### config.mk
export PLATFORM = sky130hd
export DESIGN_NAME = periodic_task_timer_table_unit_flat
export DESIGN_NICKNAME = d
export VERILOG_FILES = /design/src/rtl/ptt_pkg.sv /design/src/rtl/ptt_in_if.sv /design/src/rtl/ptt_out_if.sv /design/src/rtl/periodic_task_timer_table_unit.sv /design/src/flat_wrapper.sv
export SDC_FILE = /design/constraint.sdc
export NUM_CORES = 1
export LEC_CHECK = 0
export BUFFER_PORTS_ARGS = -buffer_cell sky130_fd_sc_hd__buf_4
export CORE_ASPECT_RATIO = 0.8
export CORE_MARGIN = 2
export CORE_UTILIZATION = 33
export DETAILED_ROUTE_END_ITERATION = 8
export GPL_TIMING_DRIVEN = 0
export SETUP_SLACK_MARGIN = 0.3
export SLEW_MARGIN = 20
export SYNTH_ARGS = -nofsm -noshare
export SYNTH_HDL_FRONTEND = slang
export SYNTH_SLANG_ARGS = --single-unit
export TNS_END_PERCENT = 20
### constraint.sdc
create_clock -name i_clk -period 7.95 [get_ports i_clk]
set_input_delay 0 -clock i_clk [delete_from_list [all_inputs] [get_ports i_clk]]
set_output_delay 0 -clock i_clk [all_outputs]
set_load 0.01 [all_outputs]
### src/rtl/ptt_pkg.sv
// package: field widths, op, kind and status codes of the periodic timer table
`timescale 1ns / 1ps
`default_nettype none

package ptt_pkg;

    localparam int OP_W     = 3;
    localparam int SLOT_W   = 3;
    localparam int PERIOD_W = 16;
    localparam int KIND_W   = 2;
    localparam int TIME_W   = 32;
    localparam int STATUS_W = 2;
    localparam int REP_W    = 8;

    typedef logic [OP_W-1:0]     t_op;
    typedef logic [KIND_W-1:0]   t_kind;
    typedef logic [STATUS_W-1:0] t_status;

    localparam t_op OP_ADD    = 3'd0;
    localparam t_op OP_DELETE = 3'd1;
    localparam t_op OP_START  = 3'd2;
    localparam t_op OP_STOP   = 3'd3;
    localparam t_op OP_RESET  = 3'd4;
    localparam t_op OP_TIMER  = 3'd5;

    localparam t_kind KIND_SINGLE = 2'd0;
    localparam t_kind KIND_REPEAT = 2'd1;
    localparam t_kind KIND_BUFFER = 2'd2;
    localparam t_kind KIND_ASYNC  = 2'd3;

    localparam t_status ST_ACK      = 2'd0;
    localparam t_status ST_FULL     = 2'd1;
    localparam t_status ST_DISPATCH = 2'd2;
    localparam t_status ST_DONE     = 2'd3;

endpackage

`default_nettype wire

### src/rtl/ptt_in_if.sv
// interface: request channel of the periodic timer table
`timescale 1ns / 1ps
`default_nettype none

interface ptt_in_if;
    import ptt_pkg::*;

    logic                valid;
    logic                ready;
    logic [OP_W-1:0]     op;
    logic [SLOT_W-1:0]   slot;
    logic [PERIOD_W-1:0] period;
    logic [KIND_W-1:0]   kind;
    logic                start_running;
    logic                process_now;
    logic [TIME_W-1:0]   time_now;

    modport source (
        output valid, op, slot, period, kind, start_running, process_now, time_now,
        input  ready
    );

    modport sink (
        input  valid, op, slot, period, kind, start_running, process_now, time_now,
        output ready
    );
endinterface

`default_nettype wire

### src/rtl/ptt_out_if.sv
// interface: result channel of the periodic timer table
`timescale 1ns / 1ps
`default_nettype none

interface ptt_out_if;
    import ptt_pkg::*;

    logic                valid;
    logic                ready;
    logic [STATUS_W-1:0] status;
    logic [SLOT_W-1:0]   result_slot;
    logic [REP_W-1:0]    repeat_count;
    logic                slot_is_running;
    logic [TIME_W-1:0]   dispatch_time;
    logic                last;

    modport source (
        output valid, status, result_slot, repeat_count, slot_is_running,
               dispatch_time, last,
        input  ready
    );

    modport sink (
        input  valid, status, result_slot, repeat_count, slot_is_running,
               dispatch_time, last,
        output ready
    );
endinterface

`default_nettype wire

### src/rtl/periodic_task_timer_table_unit.sv
// top level: periodic timer slot table with a one-slot-per-cycle scan sequencer
// add searches the slots in order for a free one, one slot per cycle
// delete, start, stop, reset and unknown ops load their result in the accept cycle
// enabled tick and process: after a read prime, one slot read and update per cycle
// through the shared slot memory port unless a dispatch waits, then a final result
// i_rst_n synchronous: all slots unused and stopped, scheduler disabled
`timescale 1ns / 1ps
`default_nettype none

module periodic_task_timer_table_unit #(
    parameter int SLOTS        = 8,
    parameter int PERIOD_BITS  = 16,
    parameter int PENDING_BITS = 8
) (
    input  wire logic  i_clk,
    input  wire logic  i_rst_n,
    input  wire logic  i_cfg_we,
    input  wire logic  i_cfg_wdata,
    ptt_in_if.sink     i_in,
    ptt_out_if.source  o_out
);
    import ptt_pkg::*;

    localparam int IDX_W = $clog2(SLOTS);
    localparam int CNT_W = PERIOD_BITS + 1;

    localparam logic [2:0] S_IDLE  = 3'd0;
    localparam logic [2:0] S_ADD   = 3'd1;
    localparam logic [2:0] S_PRIME = 3'd2;
    localparam logic [2:0] S_EVAL  = 3'd3;
    localparam logic [2:0] S_DONE  = 3'd4;

    localparam logic [IDX_W-1:0] LAST_IDX = IDX_W'(SLOTS - 1);

    logic [2:0]              r_state, n_state;
    logic [IDX_W-1:0]        r_idx, n_idx;
    logic                    r_sched_en;
    logic                    r_mode_proc, n_mode_proc;
    logic [TIME_W-1:0]       r_time;
    logic [PERIOD_BITS-1:0]  r_add_period;
    t_kind                   r_add_kind;
    logic                    r_add_run;
    logic [SLOTS-1:0]        r_used, n_used;
    logic [SLOTS-1:0]        r_running, n_running;

    // slot memories
    t_kind                   m_kind   [SLOTS];
    logic [PERIOD_BITS-1:0]  m_period [SLOTS];
    logic [CNT_W-1:0]        m_count  [SLOTS];
    logic [PENDING_BITS-1:0] m_pend   [SLOTS];
    t_kind                   r_rd_kind;
    logic [PERIOD_BITS-1:0]  r_rd_period;
    logic [CNT_W-1:0]        r_rd_count;
    logic [PENDING_BITS-1:0] r_rd_pend;

    logic                    w_rd_en;
    logic [IDX_W-1:0]        w_rd_addr;
    logic                    w_we_def;
    logic                    w_we_cp;
    logic [IDX_W-1:0]        w_waddr;
    logic [CNT_W-1:0]        w_wcount;
    logic [PENDING_BITS-1:0] w_wpend;

    // output register
    logic                    r_out_valid;
    t_status                 r_out_status, n_out_status;
    logic [SLOT_W-1:0]       r_out_slot, n_out_slot;
    logic [REP_W-1:0]        r_out_rep, n_out_rep;
    logic                    r_out_run, n_out_run;
    logic [TIME_W-1:0]       r_out_time, n_out_time;
    logic                    r_out_last, n_out_last;
    logic                    w_out_load;
    logic                    w_out_free;

    logic                    w_accept;
    logic [IDX_W-1:0]        w_slot_idx;
    logic                    w_in_range;

    // slot update unit
    logic                    w_live;
    logic [CNT_W-1:0]        w_cnt_inc;
    logic [CNT_W-1:0]        w_per_ext;
    logic [CNT_W-1:0]        w_new_count;
    logic [PENDING_BITS-1:0] w_new_pend;
    logic [REP_W-1:0]        w_rep;
    logic                    w_new_run;
    logic                    w_fire;

    assign w_out_free = !r_out_valid || o_out.ready;
    assign i_in.ready = (r_state == S_IDLE) && w_out_free;
    assign w_accept   = i_in.valid && i_in.ready;
    assign w_slot_idx = IDX_W'(i_in.slot);
    assign w_in_range = 32'(i_in.slot) < SLOTS;

    assign o_out.valid           = r_out_valid;
    assign o_out.status          = r_out_status;
    assign o_out.result_slot     = r_out_slot;
    assign o_out.repeat_count    = r_out_rep;
    assign o_out.slot_is_running = r_out_run;
    assign o_out.dispatch_time   = r_out_time;
    assign o_out.last            = r_out_last;

    assign w_live    = r_used[r_idx] && r_running[r_idx];
    assign w_cnt_inc = r_rd_count + CNT_W'(1);
    assign w_per_ext = CNT_W'(r_rd_period);
    assign w_fire    = (w_rep != '0);

    always_comb begin
        w_new_count = r_rd_count;
        w_new_pend  = r_rd_pend;
        w_rep       = '0;
        w_new_run   = r_running[r_idx];
        if (w_live) begin
            if (!r_mode_proc) begin
                if (r_rd_kind != KIND_ASYNC) begin
                    w_new_count = w_cnt_inc;
                    if (w_cnt_inc >= w_per_ext) begin
                        w_new_count = '0;
                        if (r_rd_kind == KIND_BUFFER) begin
                            if (r_rd_pend != {PENDING_BITS{1'b1}}) begin
                                w_new_pend = r_rd_pend + PENDING_BITS'(1);
                            end
                        end else begin
                            w_new_pend = PENDING_BITS'(1);
                        end
                    end
                end
            end else begin
                case (r_rd_kind)
                    KIND_SINGLE, KIND_REPEAT: begin
                        if (r_rd_pend != '0) begin
                            w_rep      = REP_W'(1);
                            w_new_pend = '0;
                            if (r_rd_kind == KIND_SINGLE) begin
                                w_new_run = 1'b0;
                            end
                        end
                    end
                    KIND_BUFFER: begin
                        if (r_rd_pend > PENDING_BITS'(255)) begin
                            w_rep = REP_W'(255);
                        end else begin
                            w_rep = REP_W'(r_rd_pend);
                        end
                        w_new_pend = r_rd_pend - PENDING_BITS'(w_rep);
                    end
                    default: begin
                        w_new_count = w_cnt_inc;
                        if (w_cnt_inc > w_per_ext) begin
                            w_new_count = '0;
                            w_rep       = REP_W'(1);
                        end
                    end
                endcase
            end
        end
    end

    always_comb begin
        n_state      = r_state;
        n_idx        = r_idx;
        n_mode_proc  = r_mode_proc;
        n_used       = r_used;
        n_running    = r_running;
        w_rd_en      = 1'b0;
        w_rd_addr    = r_idx;
        w_we_def     = 1'b0;
        w_we_cp      = 1'b0;
        w_waddr      = r_idx;
        w_wcount     = '0;
        w_wpend      = '0;
        w_out_load   = 1'b0;
        n_out_status = ST_ACK;
        n_out_slot   = '0;
        n_out_rep    = '0;
        n_out_run    = 1'b0;
        n_out_time   = '0;
        n_out_last   = 1'b1;
        case (r_state)
            S_IDLE: begin
                if (w_accept) begin
                    case (i_in.op)
                        OP_ADD: begin
                            n_idx   = '0;
                            n_state = S_ADD;
                        end
                        OP_DELETE, OP_START, OP_STOP, OP_RESET: begin
                            w_out_load = 1'b1;
                            n_out_slot = i_in.slot;
                            if (w_in_range) begin
                                n_out_run = r_running[w_slot_idx];
                                case (i_in.op)
                                    OP_DELETE: n_used[w_slot_idx] = 1'b0;
                                    OP_START: begin
                                        n_running[w_slot_idx] = 1'b1;
                                        n_out_run             = 1'b1;
                                    end
                                    OP_STOP: begin
                                        n_running[w_slot_idx] = 1'b0;
                                        n_out_run             = 1'b0;
                                    end
                                    default: begin
                                        n_running[w_slot_idx] = 1'b1;
                                        n_out_run             = 1'b1;
                                        w_we_cp               = 1'b1;
                                        w_waddr               = w_slot_idx;
                                    end
                                endcase
                            end
                        end
                        OP_TIMER: begin
                            if (r_sched_en) begin
                                n_mode_proc = i_in.process_now;
                                n_idx       = '0;
                                n_state     = S_PRIME;
                            end else begin
                                w_out_load = 1'b1;
                                if (i_in.process_now) begin
                                    n_out_status = ST_DONE;
                                end
                            end
                        end
                        default: begin
                            w_out_load = 1'b1;
                        end
                    endcase
                end
            end
            S_ADD: begin
                if (!r_used[r_idx]) begin
                    if (w_out_free) begin
                        w_we_def          = 1'b1;
                        w_we_cp           = 1'b1;
                        n_used[r_idx]     = 1'b1;
                        n_running[r_idx]  = r_add_run;
                        w_out_load        = 1'b1;
                        n_out_slot        = SLOT_W'(r_idx);
                        n_out_run         = r_add_run;
                        n_state           = S_IDLE;
                    end
                end else if (r_idx == LAST_IDX) begin
                    if (w_out_free) begin
                        w_out_load   = 1'b1;
                        n_out_status = ST_FULL;
                        n_state      = S_IDLE;
                    end
                end else begin
                    n_idx = r_idx + IDX_W'(1);
                end
            end
            S_PRIME: begin
                w_rd_en = 1'b1;
                n_state = S_EVAL;
            end
            S_EVAL: begin
                if (!w_fire || w_out_free) begin
                    w_we_cp          = w_live;
                    w_wcount         = w_new_count;
                    w_wpend          = w_new_pend;
                    n_running[r_idx] = w_new_run;
                    if (w_fire) begin
                        w_out_load   = 1'b1;
                        n_out_status = ST_DISPATCH;
                        n_out_slot   = SLOT_W'(r_idx);
                        n_out_rep    = w_rep;
                        n_out_run    = w_new_run;
                        n_out_time   = r_time;
                        n_out_last   = 1'b0;
                    end
                    if (r_idx == LAST_IDX) begin
                        n_state = S_DONE;
                    end else begin
                        n_idx     = r_idx + IDX_W'(1);
                        w_rd_en   = 1'b1;
                        w_rd_addr = r_idx + IDX_W'(1);
                    end
                end
            end
            S_DONE: begin
                if (w_out_free) begin
                    w_out_load   = 1'b1;
                    n_out_status = r_mode_proc ? ST_DONE : ST_ACK;
                    n_state      = S_IDLE;
                end
            end
            default: begin
                n_state = S_IDLE;
            end
        endcase
    end

    always_ff @(posedge i_clk) begin
        if (!i_rst_n) begin
            r_state     <= S_IDLE;
            r_idx       <= '0;
            r_sched_en  <= 1'b0;
            r_mode_proc <= 1'b0;
            r_used      <= '0;
            r_running   <= '0;
            r_out_valid <= 1'b0;
        end else begin
            r_state     <= n_state;
            r_idx       <= n_idx;
            r_mode_proc <= n_mode_proc;
            r_used      <= n_used;
            r_running   <= n_running;
            if (i_cfg_we) begin
                r_sched_en <= i_cfg_wdata;
            end
            if (w_out_load) begin
                r_out_valid <= 1'b1;
            end else if (o_out.ready) begin
                r_out_valid <= 1'b0;
            end
        end
    end

    always_ff @(posedge i_clk) begin
        if (w_accept) begin
            r_time       <= i_in.time_now;
            r_add_period <= PERIOD_BITS'(i_in.period);
            r_add_kind   <= i_in.kind;
            r_add_run    <= i_in.start_running;
        end
        if (w_out_load) begin
            r_out_status <= n_out_status;
            r_out_slot   <= n_out_slot;
            r_out_rep    <= n_out_rep;
            r_out_run    <= n_out_run;
            r_out_time   <= n_out_time;
            r_out_last   <= n_out_last;
        end
    end

    always_ff @(posedge i_clk) begin
        if (w_we_def) begin
            m_kind[w_waddr]   <= r_add_kind;
            m_period[w_waddr] <= r_add_period;
        end
        if (w_we_cp) begin
            m_count[w_waddr] <= w_wcount;
            m_pend[w_waddr]  <= w_wpend;
        end
        if (w_rd_en) begin
            r_rd_kind   <= m_kind[w_rd_addr];
            r_rd_period <= m_period[w_rd_addr];
            r_rd_count  <= m_count[w_rd_addr];
            r_rd_pend   <= m_pend[w_rd_addr];
        end
    end

`ifndef ASSERT_OFF
    a_idx_range: assert property (@(posedge i_clk) disable iff (!i_rst_n)
        r_idx <= LAST_IDX)
        else $error("slot index beyond table");

    a_idle_last: assert property (@(posedge i_clk) disable iff (!i_rst_n)
        (r_state == S_IDLE && r_out_valid) |-> r_out_last)
        else $error("non-final result left pending while idle");

    a_dispatch_in_scan: assert property (@(posedge i_clk) disable iff (!i_rst_n)
        (r_out_valid && r_out_status == ST_DISPATCH)
            |-> (r_state == S_EVAL || r_state == S_DONE))
        else $error("dispatch result outside a process scan");

    a_start_sets_run: assert property (@(posedge i_clk) disable iff (!i_rst_n)
        (w_accept && i_in.op == OP_START && w_in_range)
            |=> r_running[$past(w_slot_idx)])
        else $error("start did not set run flag");
`endif

endmodule

`default_nettype wire

### src/flat_wrapper.sv
// flat-port wrapper written by rule: the top's interface ports become plain ports
module periodic_task_timer_table_unit_flat import ptt_pkg::*;
#(
    parameter int SLOTS        = 8,
    parameter int PERIOD_BITS  = 16,
    parameter int PENDING_BITS = 8
)
  (i_clk, i_rst_n, i_cfg_we, i_cfg_wdata, i_in_valid, i_in_op, i_in_slot, i_in_period, i_in_kind, i_in_start_running, i_in_process_now, i_in_time_now, i_in_ready, o_out_valid, o_out_status, o_out_result_slot, o_out_repeat_count, o_out_slot_is_running, o_out_dispatch_time, o_out_last, o_out_ready);
  ptt_in_if i_in_i ();
  ptt_out_if o_out_i ();
  input  wire logic i_clk;
  input  wire logic i_rst_n;
  input  wire logic i_cfg_we;
  input  wire logic i_cfg_wdata;
  input wire logic [$bits(i_in_i.valid)-1:0] i_in_valid;
  input wire logic [$bits(i_in_i.op)-1:0] i_in_op;
  input wire logic [$bits(i_in_i.slot)-1:0] i_in_slot;
  input wire logic [$bits(i_in_i.period)-1:0] i_in_period;
  input wire logic [$bits(i_in_i.kind)-1:0] i_in_kind;
  input wire logic [$bits(i_in_i.start_running)-1:0] i_in_start_running;
  input wire logic [$bits(i_in_i.process_now)-1:0] i_in_process_now;
  input wire logic [$bits(i_in_i.time_now)-1:0] i_in_time_now;
  output wire logic [$bits(i_in_i.ready)-1:0] i_in_ready;
  output wire logic [$bits(o_out_i.valid)-1:0] o_out_valid;
  output wire logic [$bits(o_out_i.status)-1:0] o_out_status;
  output wire logic [$bits(o_out_i.result_slot)-1:0] o_out_result_slot;
  output wire logic [$bits(o_out_i.repeat_count)-1:0] o_out_repeat_count;
  output wire logic [$bits(o_out_i.slot_is_running)-1:0] o_out_slot_is_running;
  output wire logic [$bits(o_out_i.dispatch_time)-1:0] o_out_dispatch_time;
  output wire logic [$bits(o_out_i.last)-1:0] o_out_last;
  input wire logic [$bits(o_out_i.ready)-1:0] o_out_ready;
  assign i_in_i.valid = i_in_valid;
  assign i_in_i.op = i_in_op;
  assign i_in_i.slot = i_in_slot;
  assign i_in_i.period = i_in_period;
  assign i_in_i.kind = i_in_kind;
  assign i_in_i.start_running = i_in_start_running;
  assign i_in_i.process_now = i_in_process_now;
  assign i_in_i.time_now = i_in_time_now;
  assign i_in_ready = i_in_i.ready;
  assign o_out_valid = o_out_i.valid;
  assign o_out_status = o_out_i.status;
  assign o_out_result_slot = o_out_i.result_slot;
  assign o_out_repeat_count = o_out_i.repeat_count;
  assign o_out_slot_is_running = o_out_i.slot_is_running;
  assign o_out_dispatch_time = o_out_i.dispatch_time;
  assign o_out_last = o_out_i.last;
  assign o_out_i.ready = o_out_ready;
  periodic_task_timer_table_unit #(.SLOTS(SLOTS), .PERIOD_BITS(PERIOD_BITS), .PENDING_BITS(PENDING_BITS)) u_core (.i_clk(i_clk), .i_rst_n(i_rst_n), .i_cfg_we(i_cfg_we), .i_cfg_wdata(i_cfg_wdata), .i_in(i_in_i), .o_out(o_out_i));
endmodule
======== Word level (Yosys, flattened, before mapping) ========
Memories as Yosys holds them, arrays and structs flattened. A register that Yosys moved wholly into a read port is not among the register bits.
Index checks and enable logic that the tools add are counted.
operators by class
  reduce and logical (&&, ||, !) cells .... 28
  add/sub/neg operators ................... 4
  bitwise gates (word level) .............. 5
  multiplexer cells ....................... 131
  equal/unequal tests ..................... 26
  order comparisons ....................... 7
operators with widths
  operator                                                                  number
  8-bit two-way mux                                                         25
  17-bit two-way mux                                                        8
  3-bit two-way mux                                                         23
  8-bit one-hot mux with 2 select lines                                     4
  1-bit two-way mux                                                         41
  8-bit one-hot mux with 3 select lines                                     1
  2-bit two-way mux                                                         10
  3-bit one-hot mux with 3 select lines                                     2
  17-bit by 1-bit adder with 17-bit output (second input constant)          1
  17-bit by 16-bit greater-or-equal comparator with 1-bit output            1
  17-bit by 16-bit greater-than comparator with 1-bit output                1
  8-bit AND                                                                 2
  8-bit bitwise mux                                                         2
  8-bit bitwise OR                                                          2
  8-bit nonzero test                                                        2
  3-bit one-hot mux with 5 select lines                                     1
  3-bit by 2-bit == test with 1-bit output (second input constant)          4
  3-bit == test (second input constant)                                     4
  3-bit one-hot mux with 2 select lines                                     2
  6-bit AND reduction                                                       2
  2-bit by 1-bit inequality test with 1-bit output (second input constant)  5
  2-bit inequality test (second input constant)                             5
  1-bit binary-select mux with 3-bit select                                 3
  8-bit by 1-bit adder with 8-bit output (second input constant)            1
  other kinds (32)                                                          49
word-level totals
  input bits .............................. 64
  memory bits (writable) .................. 344
  bits in registers ....................... 123
  memories kept ........................... 4
memories
  memory           words  width  read ports  clocked after memory_dff  wr ports  line                                  text
  u_core.m_count   8      17     1           1                         1         periodic_task_timer_table_unit.sv:49  logic [CNT_W-1:0] m_count [SLOTS];
  u_core.m_period  8      16     1           1                         1         periodic_task_timer_table_unit.sv:48  logic [PERIOD_BITS-1:0] m_period [SLOTS];
  u_core.m_pend    8      8      1           1                         1         periodic_task_timer_table_unit.sv:50  logic [PENDING_BITS-1:0] m_pend [SLOTS];
  u_core.m_kind    8      2      1           1                         1         periodic_task_timer_table_unit.sv:47  t_kind m_kind [SLOTS];

======== Longest topological paths before layout ========
  depth in word-level cells ............... 15
  gate-level depth with buffers ........... 23

======== Worst setup path after synthesis ========
No wires, ideal clock.
  kind .................................... register -> register
  from .................................... register u_core.r_rd_count[2] (read register of u_core.m_count)
  to ...................................... register u_core.r_rd_count[0] (read register of u_core.m_count), enable pin
  buffers on the path ..................... 1
  cell stages (with the launch flop) ...... 19
  arrival time ............................ 6874 ps
  slack ................................... 567 ps
  clock period less this slack ............ 7383 ps
  setup time .............................. 509 ps
  required time ........................... 7441 ps
  cells stage by stage .................... edfxtp_1 > nand3_1 > nor2_1 > nand3_1 > nor2_1 > and3_1 > clkbuf_1 > and3_1 > xnor2_1 > inv_1 > ha_1 > nand3_1 > nor2_1 > nand3_1 > or4_1 > and3_1 > o21ai_1 > nand2_1 > a211oi_1
between the ends
  word-level cells in the longest chain between the ends .. 11
  elaborated cells on any way between the ends .. 13
RTL lines
  what                                                        line                                   text
  from (decl)                                                 periodic_task_timer_table_unit.sv:53   logic [CNT_W-1:0] r_rd_count;
  17-bit by 1-bit adder with 17-bit output                    periodic_task_timer_table_unit.sv:104  assign w_cnt_inc = r_rd_count + CNT_W'(1);
  17-bit by 16-bit greater-than comparator with 1-bit output  periodic_task_timer_table_unit.sv:149  if (w_cnt_inc > w_per_ext) begin
  1-bit two-way mux                                           periodic_task_timer_table_unit.sv:149
  8-bit one-hot mux with 2 select lines                       periodic_task_timer_table_unit.sv:129  case (r_rd_kind)
  8-bit two-way mux                                           periodic_task_timer_table_unit.sv:114  if (!r_mode_proc) begin
  8-bit two-way mux                                           periodic_task_timer_table_unit.sv:113  if (w_live) begin
  8-bit nonzero test                                          periodic_task_timer_table_unit.sv:106  assign w_fire = (w_rep != '0);
  1-bit zero test                                             periodic_task_timer_table_unit.sv:256  if (!w_fire || w_out_free) begin
  1-bit logical OR                                            periodic_task_timer_table_unit.sv:256
  1-bit two-way mux                                           periodic_task_timer_table_unit.sv:256
  1-bit one-hot mux with 2 select lines                       periodic_task_timer_table_unit.sv:179  case (r_state)
  named net u_core.w_rd_en                                    periodic_task_timer_table_unit.sv:56   logic w_rd_en;
The timed path passes the listed nets, and every way through them passes these cells.
A chain may end at the register's enable or synchronous reset.

======== Final worst setup path ========
  from .................................... register u_core.r_rd_count[0] (read register of u_core.m_count)
  to ...................................... memory u_core.m_count[5][7] in the netlist's numbering, enable pin
between the ends
  word-level cells in the longest chain between the ends .. 13
RTL lines
  what                                                        line                                   text
  17-bit by 1-bit adder with 17-bit output                    periodic_task_timer_table_unit.sv:104
  17-bit by 16-bit greater-than comparator with 1-bit output  periodic_task_timer_table_unit.sv:149
  1-bit two-way mux                                           periodic_task_timer_table_unit.sv:149
  8-bit one-hot mux with 2 select lines                       periodic_task_timer_table_unit.sv:129
  8-bit two-way mux                                           periodic_task_timer_table_unit.sv:114
  8-bit two-way mux                                           periodic_task_timer_table_unit.sv:113
  8-bit nonzero test                                          periodic_task_timer_table_unit.sv:106
  1-bit zero test                                             periodic_task_timer_table_unit.sv:256
  1-bit logical OR                                            periodic_task_timer_table_unit.sv:256
  1-bit two-way mux                                           periodic_task_timer_table_unit.sv:256
  1-bit one-hot mux with 3 select lines                       periodic_task_timer_table_unit.sv:179
  1-bit two-way mux                                           periodic_task_timer_table_unit.sv:340  if (w_we_cp) begin
  1-bit two-way mux (implied by the code)                     periodic_task_timer_table_unit.sv:341  m_count[w_waddr] <= w_wcount;
  to (decl)                                                   periodic_task_timer_table_unit.sv:49
Every way passes these cells.

==> impl_summary.log <==
[metrics] status: finished clean
[metrics] path type of the worst min-delay path: in -> reg
[metrics] area of the die: 83500 um^2
[metrics] worst setup skew after layout: 0.0285 ns
[metrics] Final Slew Violations: 0
[metrics] highest-delay cell along the critical path: nor2_4
[metrics] IR drop worst, VDD: 156 uV
[metrics] number of buffers added on ports: 108
[metrics] Post-DRT Antenna Nets: 0
[metrics] width of the die: 323 um
[metrics] worst slew pin tran: 1.25 ns
[metrics] count of unique library cells instantiated by Yosys: 72
[metrics] part of the power in registers: 46.2%
[metrics] starting DRC count in detailed routing: 2917
[metrics] total global routing overflow: 0
[metrics] multi-input combinational cell area: 10900 um^2
[metrics] final critical path time including I/O delays and setup: 7.15 ns
[metrics] fill cell instance count of the final layout: 7644
[metrics] kind of capture point of the worst setup path: register
[metrics] most frequent cell after synthesis: edfxtp_1
[metrics] Slew Limit Headroom: 16.5%
[metrics] Net Sw Power: 0.00212 W
[metrics] Clock Tree Root: clkbuf_16
[metrics] Via density: 6.11
[metrics] Finished Cell Area: 31900 um^2
[metrics] Worst EP required: 8.28 ns
[metrics] Pwr per Cell Area: 231 nW/um^2
[metrics] share of flip-flops with an asynchronous set or reset: 0%
[metrics] critical path arrival: 7.48 ns
[metrics] nets in the synthesized netlist: 2385
[metrics] post-route met1 wirelength: 41.0 mm
[metrics] CTS H-Tree Depth: 2
[metrics] depth of the worst register-to-register path: 17
[metrics] effective utilization at floorplan: 33.3%
[metrics] category of the critical setup timing path: reg -> reg
[metrics] all-layer global routing usage: 22.1%
[metrics] maximum clock frequency: 140 MHz
[metrics] DR WL met2: 39.5 mm
[metrics] post-route non-filler standard cell count: 3673
[metrics] Synth area leader: edfxtp_1
[metrics] wire length of the first global-routing pass: 140 mm
[metrics] maximum number of pins on one net before global-route repair: 60
[metrics] Post-synth EDFFs: 485
[metrics] wire length per cell: 25.8 um
[metrics] maximum capacitance violations: 0
[metrics] Final HPWL DP: 66.1 mm
[metrics] maximum root-to-sink buffer count: 3
[metrics] share of cells above drive strength 1: 13.3%
[metrics] highest signal layer in the routed design: met5
[metrics] internal portion of total power: 0.00526 W
[metrics] Inserted Clock Buffers: 53
[metrics] clock network fraction of design power: 35.7%
[metrics] instance area at placement: 29500 um^2
[metrics] share of total power consumed by net switching: 28.7%
[metrics] FF-to-FF End: u_core.m_count[5][7]
[metrics] startpoint of the worst-slack reg-to-reg timing path: u_core.r_rd_count[0]
[metrics] number of vias after detailed routing: 22.4k
[metrics] area of the core region: 80500 um^2
[metrics] clock latency reported for the late side of the worst-skew pair: 0.65 ns
[metrics] list of most frequent post-synthesis cells: edfxtp_1 (485), mux2i_1 (190), a21oi_1 (186)
[metrics] placement row count: 93
[metrics] number of endpoints failing setup at the final stage: 0
[metrics] Synth area leaders: edfxtp_1 (54%), mux2i_1 (7.1%), a221oi_1 (4.4%)
[metrics] number of cells after detailed placement: 3515
[metrics] cell breakdown of the critical path: ha_1 -> clkbuf_1 -> nand2_1 -> nor2_1 -> nand3_1 -> xnor2_1 -> ha_1 -> and4_1 -> a2111oi_2 -> o2111ai_1 -> and3_1 -> o21ai_1 -> nand2_1 -> o21ai_0 -> a31oi_1 -> nor2_4 -> buf_16
[metrics] area used by sequential logic in the layout: 15100 um^2
[metrics] Final nets: 2622
[metrics] CP Launch Type: register
[metrics] placer's final routability congestion estimate: 0.940
[metrics] Antenna Cells: 0
[metrics] endpoints failing hold: 0
[metrics] Logic pwr share: 18.1%
[metrics] RSZ-0062 raised after global routing: no
[metrics] CTS tree: built
[metrics] Final period util: 89.9%
[metrics] peak per-stage delay on the critical path: 0.64 ns
[metrics] number of cells on the worst hold path: 6
[metrics] ports placed on the boundary: 113
[metrics] DRC violation count after routing: 0
[metrics] number of register bits inferred by synthesis: 510
[metrics] Syn-to-layout area delta: 18.9%
[metrics] end of the worst hold path: u_core.o_out.valid
[metrics] part of the Yosys area used for sequential elements: 56.2%
[metrics] min-delay src: i_in_valid
[metrics] register-to-register setup slack: 0.80 ns
[metrics] vias in the first global route: 21.6k
[metrics] register clock-pin slew on the reported worst setup and hold paths: 0.07 ns
[metrics] most instantiated flip-flop cell in the synthesis netlist: edfxtp_1
[metrics] vertical extent of the die: 259 um
[metrics] routed length on met3: 12.0 mm
[metrics] first-pass iteration count of the detailed router: 7
[metrics] Mean Syn Cell Area: 11.6 um^2
[metrics] Pleak: 10.7 nW
[metrics] CTS sink cnt: 510
[metrics] synth warn: 0
[metrics] Critical Path Fanout Max: 13
[metrics] number of instances in the synthesized netlist: 2301
[metrics] netlist area before placement: 26800 um^2
[metrics] total wire length after detailed routing: 94.7 mm
[metrics] antenna violations before repair: 4
[metrics] area share of the leading cell type in the synthesized netlist: 54.3%
cell type report:
cell class | instances | area share (%)
flip-flops and latches | 510 | 47.3
multi-input cells | 1554 | 34.3
repair buffers | 182 | 5.42
well taps | 1092 | 4.29
clock buffers | 58 | 4.22
plain buffers | 202 | 2.72
clock inverters | 40 | 1.38
inverters | 35 | 0.428
stage by stage:
| stage | total power (W) | hold WS (ns) | util [%] | setup TNS, ns | worst slack [ns] |
|---|---|---|---|---|---|
| global route | 0.00762 | 0.0387 | 39.6 | 0 | 0.448 |
| detailed placement | 0.00474 | 0.179 | 36.6 | 0 | 0.882 |
| CTS | 0.00738 | 0.0185 | 39.5 | 0 | 0.826 |
| global placement | 0.00470 | 0.179 | 36.0 | -269.83 | -3.12 |
| finish | 0.00737 | 0.0443 | 39.6 | 0 | 0.801 |
| floorplan | 0.00419 | 0.0989 | - | 0 | 0.567 |
sequential cells by signal (all words and copies together), names as in the netlist, 8 cells and up, named ones only:
register	cells
u_core.m_pend	64
u_core.r_rd_pend	8
u_core.m_count	136
u_core.m_period	128
u_core.r_rd_period	16
u_core.o_out.dispatch_time	32
u_core.r_add_period	16
u_core.r_used	8
u_core.m_kind	16
u_core.r_time	32
u_core.o_out.repeat_count	8
u_core.r_rd_count	17
cell families after synthesis:
kind of cell / Yosys count / synth area share [%]
mux: 194 / 7.39
compound gates: 798 / 22.3
fa+ha+maj: 20 / 0.934
simple gates: 526 / 8.88
flops: 510 / 56.2
buf+inv: 237 / 3.72
xor+xnor: 16 / 0.523
worst max-delay path by stage:
| stage | startpoint | cells past startpoint | slack, ns | endpoint |
|---|---|---|---|---|
| 2_1_floorplan | u_core.r_rd_count[2] | 18 | 0.57 | u_core.r_rd_count[0] |
| 3_3_place_gp | u_core.r_rd_count[0] | 14 | -3.12 | u_core.r_rd_count[13] |
| 3_5_place_dp | u_core.r_rd_count[0] | 17 | 0.88 | u_core.m_count[5][4] |
| 4_1_cts | u_core.r_rd_count[0] | 17 | 0.83 | u_core.m_count[5][7] |
| 5_1_grt | u_core.r_rd_count[2] | 21 | 0.45 | u_core.m_count[5][7] |
| 6_report | u_core.r_rd_count[0] | 17 | 0.80 | u_core.m_count[5][7] |
worst max-delay path: cells and delay by family, from the launching register on:
kind,cells,cell delay [ns]
AOI/OAI and AO/OA,5,2.12
xor gates and xnor gates,1,0.50
adders and majority gates,2,0.57
buffers and inverters,2,0.55
DFF,1,0.62
and+or+nand+nor,7,2.41
placed cells by master, fill, tap and decap left out, drive strengths merged, types with 9 or more instances in the layout:
| cell type | netlist | layout |
|---|---|---|
| nor2b | 14 | 14 |
| a221o | 42 | 42 |
| ha | 20 | 20 |
| nand2 | 174 | 174 |
| nand4 | 10 | 10 |
| o22ai | 102 | 102 |
| a221oi | 177 | 177 |
| dfxtp | 25 | 25 |
| a22oi | 46 | 46 |
| nand2b | 9 | 9 |
| o21ai | 74 | 74 |
| a21oi | 187 | 187 |
| nor2 | 162 | 162 |
| and2 | 39 | 39 |
| o21a | 17 | 17 |
| o311ai | 13 | 13 |
| nor3 | 11 | 11 |
| clkinv | 2 | 28 |
| mux2i | 190 | 190 |
| a22o | 88 | 88 |
| inv | 33 | 36 |
| xor2 | 11 | 11 |
| clkbuf | 148 | 208 |
| edfxtp | 485 | 485 |
| dlygate4sd3 | 0 | 59 |
| and3 | 20 | 20 |
| nand3 | 68 | 68 |
| buf | 54 | 175 |
per-layer routing:
layer | global-route usage, % | vias to the layer above
li1 | - | 9673
met1 | 32.3 | 11200
met2 | 31.9 | 1439
met3 | 6.30 | 161
met4 | 6.18 | 2
met5 | 0 | -
power by group through the flow:
| stage | Combinational (W) | Sequential (W) | Clock [W] |
|---|---|---|---|
| 2_1_floorplan | 0.000726 | 0.00346 | 0 |
| 3_3_place_gp | 0.00123 | 0.00347 | 0 |
| 3_5_place_dp | 0.00129 | 0.00345 | 0 |
| 4_1_cts | 0.00132 | 0.00340 | 0.00266 |
| 5_1_grt | 0.00144 | 0.00343 | 0.00276 |
| 6_report | 0.00134 | 0.00341 | 0.00263 |
what timing repair did:
action	CTS	global route
endpoints found under the hold margin	77	0
buffers inserted	0	0
gates resized for setup	0	1
setup endpoints to repair	0	38
hold buffers	59	0
(Power assumes the default switching activity.)
